[src/hsl_pkg.sv]
// Package for the hash slot lookup-or-insert core: codes, widths, queue item
// type and the byte-wise CRC-32 update. No dependencies.
`timescale 1ns / 1ps

package hsl_pkg;

   localparam int DEF_TABLE_SLOTS  = 1024;
   localparam int DEF_PROBE_STRIDE = 37;
   localparam int QUEUE_DEPTH      = 2;

   localparam int KEY_W      = 160;
   localparam int KEY_BYTES  = 20;
   localparam int IDX_W      = 10;
   localparam int SIZE_CMP_W = 21;

   // The hash folds two key bytes into the CRC per cycle.
   localparam int HASH_STEPS = KEY_BYTES / 2;
   // A non power of two table reduces the CRC four bits per cycle.
   localparam int MOD_BITS   = 4;
   localparam int MOD_STEPS  = 32 / MOD_BITS;

   localparam logic [31:0] CRC_POLY = 32'hEDB8_8320;
   localparam logic [31:0] CRC_INIT = 32'hFFFF_FFFF;

   typedef enum logic {
      OP_LOOKUP = 1'b0,
      OP_READ   = 1'b1
   } op_type;

   typedef enum logic [2:0] {
      ST_FOUND       = 3'd0,
      ST_INSERTED    = 3'd1,
      ST_FULL        = 3'd2,
      ST_READ_USED   = 3'd3,
      ST_READ_UNUSED = 3'd4
   } status_type;

   typedef enum logic [1:0] {
      FR_IDLE,
      FR_HASH,
      FR_MOD,
      FR_PUSH
   } front_state_type;

   typedef enum logic [1:0] {
      BK_CLEAR,
      BK_IDLE,
      BK_ISSUE,
      BK_CHECK
   } back_state_type;

   // Classified item as it travels from the front to the back. The start slot
   // travels next to it, since its width follows the table size.
   typedef struct packed {
      op_type           op;
      logic [KEY_W-1:0] key;
      logic [IDX_W-1:0] rd_index;
      logic             rd_in_range;
   } q_item_type;

   // Folds one byte into the reflected CRC; the loop unrolls into an XOR network.
   function automatic logic [31:0] crc_byte(input logic [31:0] c, input logic [7:0] b);
      logic [31:0] r;
      r = c ^ {24'd0, b};
      for (int k = 0; k < 8; k++) begin
         r = r[0] ? ((r >> 1) ^ CRC_POLY) : (r >> 1);
      end
      return r;
   endfunction

endpackage

[src/hsl_queue.sv]
// Short register FIFO between the front and the back.
// Depends on hsl_pkg for default sizes.
`timescale 1ns / 1ps

module hsl_queue import hsl_pkg::*; #(
   parameter int WIDTH = $bits(q_item_type),
   parameter int DEPTH = QUEUE_DEPTH
) (
   input  logic             clock,
   input  logic             reset,
   input  logic             wr_en,
   input  logic [WIDTH-1:0] wr_data,
   output logic             full,
   input  logic             rd_en,
   output logic [WIDTH-1:0] rd_data,
   output logic             valid
);

   localparam int PTR_W = (DEPTH > 1) ? $clog2(DEPTH) : 1;
   localparam int CNT_W = $clog2(DEPTH + 1);

   logic [WIDTH-1:0] slot_ff [DEPTH];
   logic [PTR_W-1:0] wr_ptr_ff, wr_ptr_in;
   logic [PTR_W-1:0] rd_ptr_ff, rd_ptr_in;
   logic [CNT_W-1:0] count_ff, count_in;
   logic             do_wr, do_rd;

   assign full    = (count_ff == CNT_W'(DEPTH));
   assign valid   = (count_ff != '0);
   assign rd_data = slot_ff[rd_ptr_ff];
   assign do_wr   = wr_en && !full;
   assign do_rd   = rd_en && valid;

   always_comb begin
      wr_ptr_in = wr_ptr_ff;
      rd_ptr_in = rd_ptr_ff;
      count_in  = count_ff;
      if (do_wr) begin
         wr_ptr_in = (wr_ptr_ff == PTR_W'(DEPTH - 1)) ? '0 : wr_ptr_ff + 1'b1;
      end
      if (do_rd) begin
         rd_ptr_in = (rd_ptr_ff == PTR_W'(DEPTH - 1)) ? '0 : rd_ptr_ff + 1'b1;
      end
      if (do_wr && !do_rd) begin
         count_in = count_ff + 1'b1;
      end else if (do_rd && !do_wr) begin
         count_in = count_ff - 1'b1;
      end
   end

   always_ff @(posedge clock) begin
      if (reset) begin
         wr_ptr_ff <= '0;
         rd_ptr_ff <= '0;
         count_ff  <= '0;
      end else begin
         wr_ptr_ff <= wr_ptr_in;
         rd_ptr_ff <= rd_ptr_in;
         count_ff  <= count_in;
      end
   end

   always_ff @(posedge clock) begin
      if (do_wr) begin
         slot_ff[wr_ptr_ff] <= wr_data;
      end
   end

endmodule

[config.mk]
export PLATFORM = sky130hd
export DESIGN_NAME = hsl_queue
export DESIGN_NICKNAME = d
export VERILOG_FILES = /design/src/hsl_pkg.sv /design/src/hsl_queue.sv
export SDC_FILE = /design/constraint.sdc
export NUM_CORES = 1
export LEC_CHECK = 0
export BUFFER_PORTS_ARGS = -buffer_cell sky130_fd_sc_hd__buf_2
export CORE_ASPECT_RATIO = 0.7
export CORE_UTILIZATION = 40
export DETAILED_ROUTE_END_ITERATION = 8
export GPL_ROUTABILITY_DRIVEN = 0
export PLACE_DENSITY = 0.71
export SLEW_MARGIN = 20
export SYNTH_ARGS = -nofsm -noshare
export SYNTH_HDL_FRONTEND = slang
export SYNTH_SLANG_ARGS = --single-unit
[constraint.sdc]
create_clock -name clock -period 6.7 [get_ports clock]
set_input_delay 0.67 -clock clock [delete_from_list [all_inputs] [get_ports clock]]
set_output_delay 0.67 -clock clock [all_outputs]
set_load 0.01 [all_outputs]
==> metrics.txt <==
CP endpoint=rd_data[149]; initial DRC count=401; fin. max-slew vios=0; Slew headroom=40.0%; fin area=0.0163 sq mm; post_cts resized=0; fin nets=1109; post-synth cell types=16; flip-flop and latch count after synthesis=349; Worst Tran Pin Value=900 ps; MaxCap Viol Count=0; worst hold path class=primary input to register; Max Fclk=298 MHz; syn_nets=737; Reg-to-Reg Start=count_ff[0]; Clk pwr share=30.2%; first-pass GRT wire length=37.0 mm; Die X=217 um; Post-DP HPWL=16.2 mm; RSZ-0062 raised after global routing=no; DR DRC count=0; reg-to-reg critical path endpoint=slot_ff[1][142]; clock skew=14.9 ps; critical path class=register to primary output; CTS Root Cell=clkbuf_16; largest net degree at the start of global routing=95; outcome=complete, no violations; layout cell share with drive strength beyond 1=60.4%; Compound-Gate Fraction of Synth Area=0.193%; clock slew at reported path FFs=60 ps; gr usage total=14.6%; GRT overflow=0; detailed-route vias per instance=4.65; H-tree Lvls=2; final setup violation count=0; most common cell after layout, fill and taps aside=buf_2; Simple-Gate Fraction of Synth Area=0.358%; Vias=6415; Num CTS Buffers=34; switching part of the total=26.2%; Worst Path Arrival=2680 ps; # rows=54; mux share of post-synthesis cell area=17.3%; CTS tree=yes; fill count=2585; die area=0.0331 sq mm; number of I/O port buffers=349; fin cells=1379; Initial Util=41.1%; clock latency at the later pin of the worst-skew pair=510 ps; hold slack=347 ps; largest family of logic cells by synthesized area=multiplexers; I/O pins=350; Die H=152 um; DRT Pass-1 Iters=5; number of buffers added for setup after CTS=0; Synth Cell Area=0.0129 sq mm; Placed Instances=1316; clock sinks=349; fin crit period=3350 ps; reg-to-reg slack, setup=4030 ps; Reg power frac=45.5%; Fin Setup TNS=0 ps; syn_area_per_cell=23.1 sq um; CP required=6030 ps; CP max FO=48; wire length per cell=18.0 um; most frequent cells in the layout=buf_2, edfxtp_1, mux2_2; final hold viol count=0; switching pwr=1640 uW; register area share after synthesis=80.6%; Hold-fix buffers, CTS=0; Routed WL=24.8 mm; Tcrit/Tclk final=50.0%; Reg2Reg Depth=5; Int Power=4620 uW; antenna violations before repair=3; Post-DRT Antenna Nets=0; Bufs on Longest Clock Path=3; maximum vdd ir drop=0.000371 V; leak pwr=0.00618 uW; nature of the critical path startpoint=register; XOR/XNOR share of the synthesized area=0.203%; placed cell areas=0.0151 sq mm; Area Overhead vs Synth=25.6%; vias in the first global route=6587; Syn Inst Count=560; post-synthesis adder-cell area fraction=0.0967%; core area=0.0315 sq mm; Combinational Power Share=24.3%; YS warnings=0; Critical Path Sink Type=primary output; PwrDens=385 mW/mm^2
-- flip-flops by register name, indices dropped and copies added, names as in the netlist, named ones only --
signal     count
count_ff       2
wr_ptr_ff      1
rd_ptr_ff      1
slot_ff      344
-- cell type report --
class	instances	area, sq um	area share [%]
multi-input cells	190	2350	14.4
clock inverters	15	140	0.862
flip-flops and latches	349	10400	64.2
repair buffers	355	1820	11.2
inverters	2	12.5	0.0769
clock buffers	45	976	6.00
diodes	3	7.51	0.0462
well taps	420	526	3.23
-- cells in the mapped netlist, drive strengths merged --
master	n	area [sq um]
buf	19	158
and2	1	6.26
nor2	4	15.0
mux2	172	2240
ha	1	12.5
or3	2	12.5
dfxtp	5	100
or2	1	6.26
nor2b	1	6.26
inv	2	7.51
edfxtp	344	10300
xor2	3	26.3
a21oi	2	10.0
o21ai	3	15.0
-- how the worst min path moves through the flow --
stage | from | endpoint | depth (start not counted)
floorplan | wr_ptr_ff | wr_ptr_ff | 2
finish | wr_data[5] | slot_ff[1][5] | 1
CTS | wr_data[59] | slot_ff[1][59] | 1
global placement | wr_ptr_ff | wr_ptr_ff | 2
detailed placement | wr_ptr_ff | wr_ptr_ff | 2
global route | wr_data[54] | slot_ff[0][54] | 1
-- power by group through the flow --
| stage | Combinational, uW | Clock, uW | Sequential [uW] |
|---|---|---|---|
| after global routing | 1640 | 2020 | 2880 |
| after global placement | 1540 | 0 | 2880 |
| final | 1520 | 1890 | 2850 |
| after detailed placement | 1550 | 0 | 2900 |
| after CTS | 1550 | 1950 | 2860 |
| after floorplan | 1050 | 0 | 2890 |
-- critical path, cell delays in order (launching register included) --
cell and delay (ps):
dfxtp_4 790, buf_4 750, mux2_2 410, buf_2 140
-- stage by stage --
step,util (%),total power [uW],worst slack (ps)
3_3_place_gp,48.1,4430,3760
4_1_cts,51.6,6360,3260
2_1_floorplan,-,3930,1360
3_5_place_dp,48.1,4450,3720
6_report,51.6,6270,3350
5_1_grt,51.6,6540,3190
-- metal layers --
layer	global-route usage [%]	vias to the layer above	routed length, um
li1	-	2978	-
met1	18.8	3132	10400
met2	23.0	264	11500
met3	5.85	37	2570
met4	3.62	4	354
met5	0	-	27
-- logic make-up (layout without fill, tap and decap cells) --
logic type | after synthesis | in the layout
flops | 349 | 349
mux | 172 | 172
buf+inv | 21 | 417
simple gates | 9 | 9
compound gates | 5 | 5
xor+xnor | 3 | 3
fa+ha+maj | 1 | 1
other cells | 0 | 3
(Power assumes the default switching activity.)
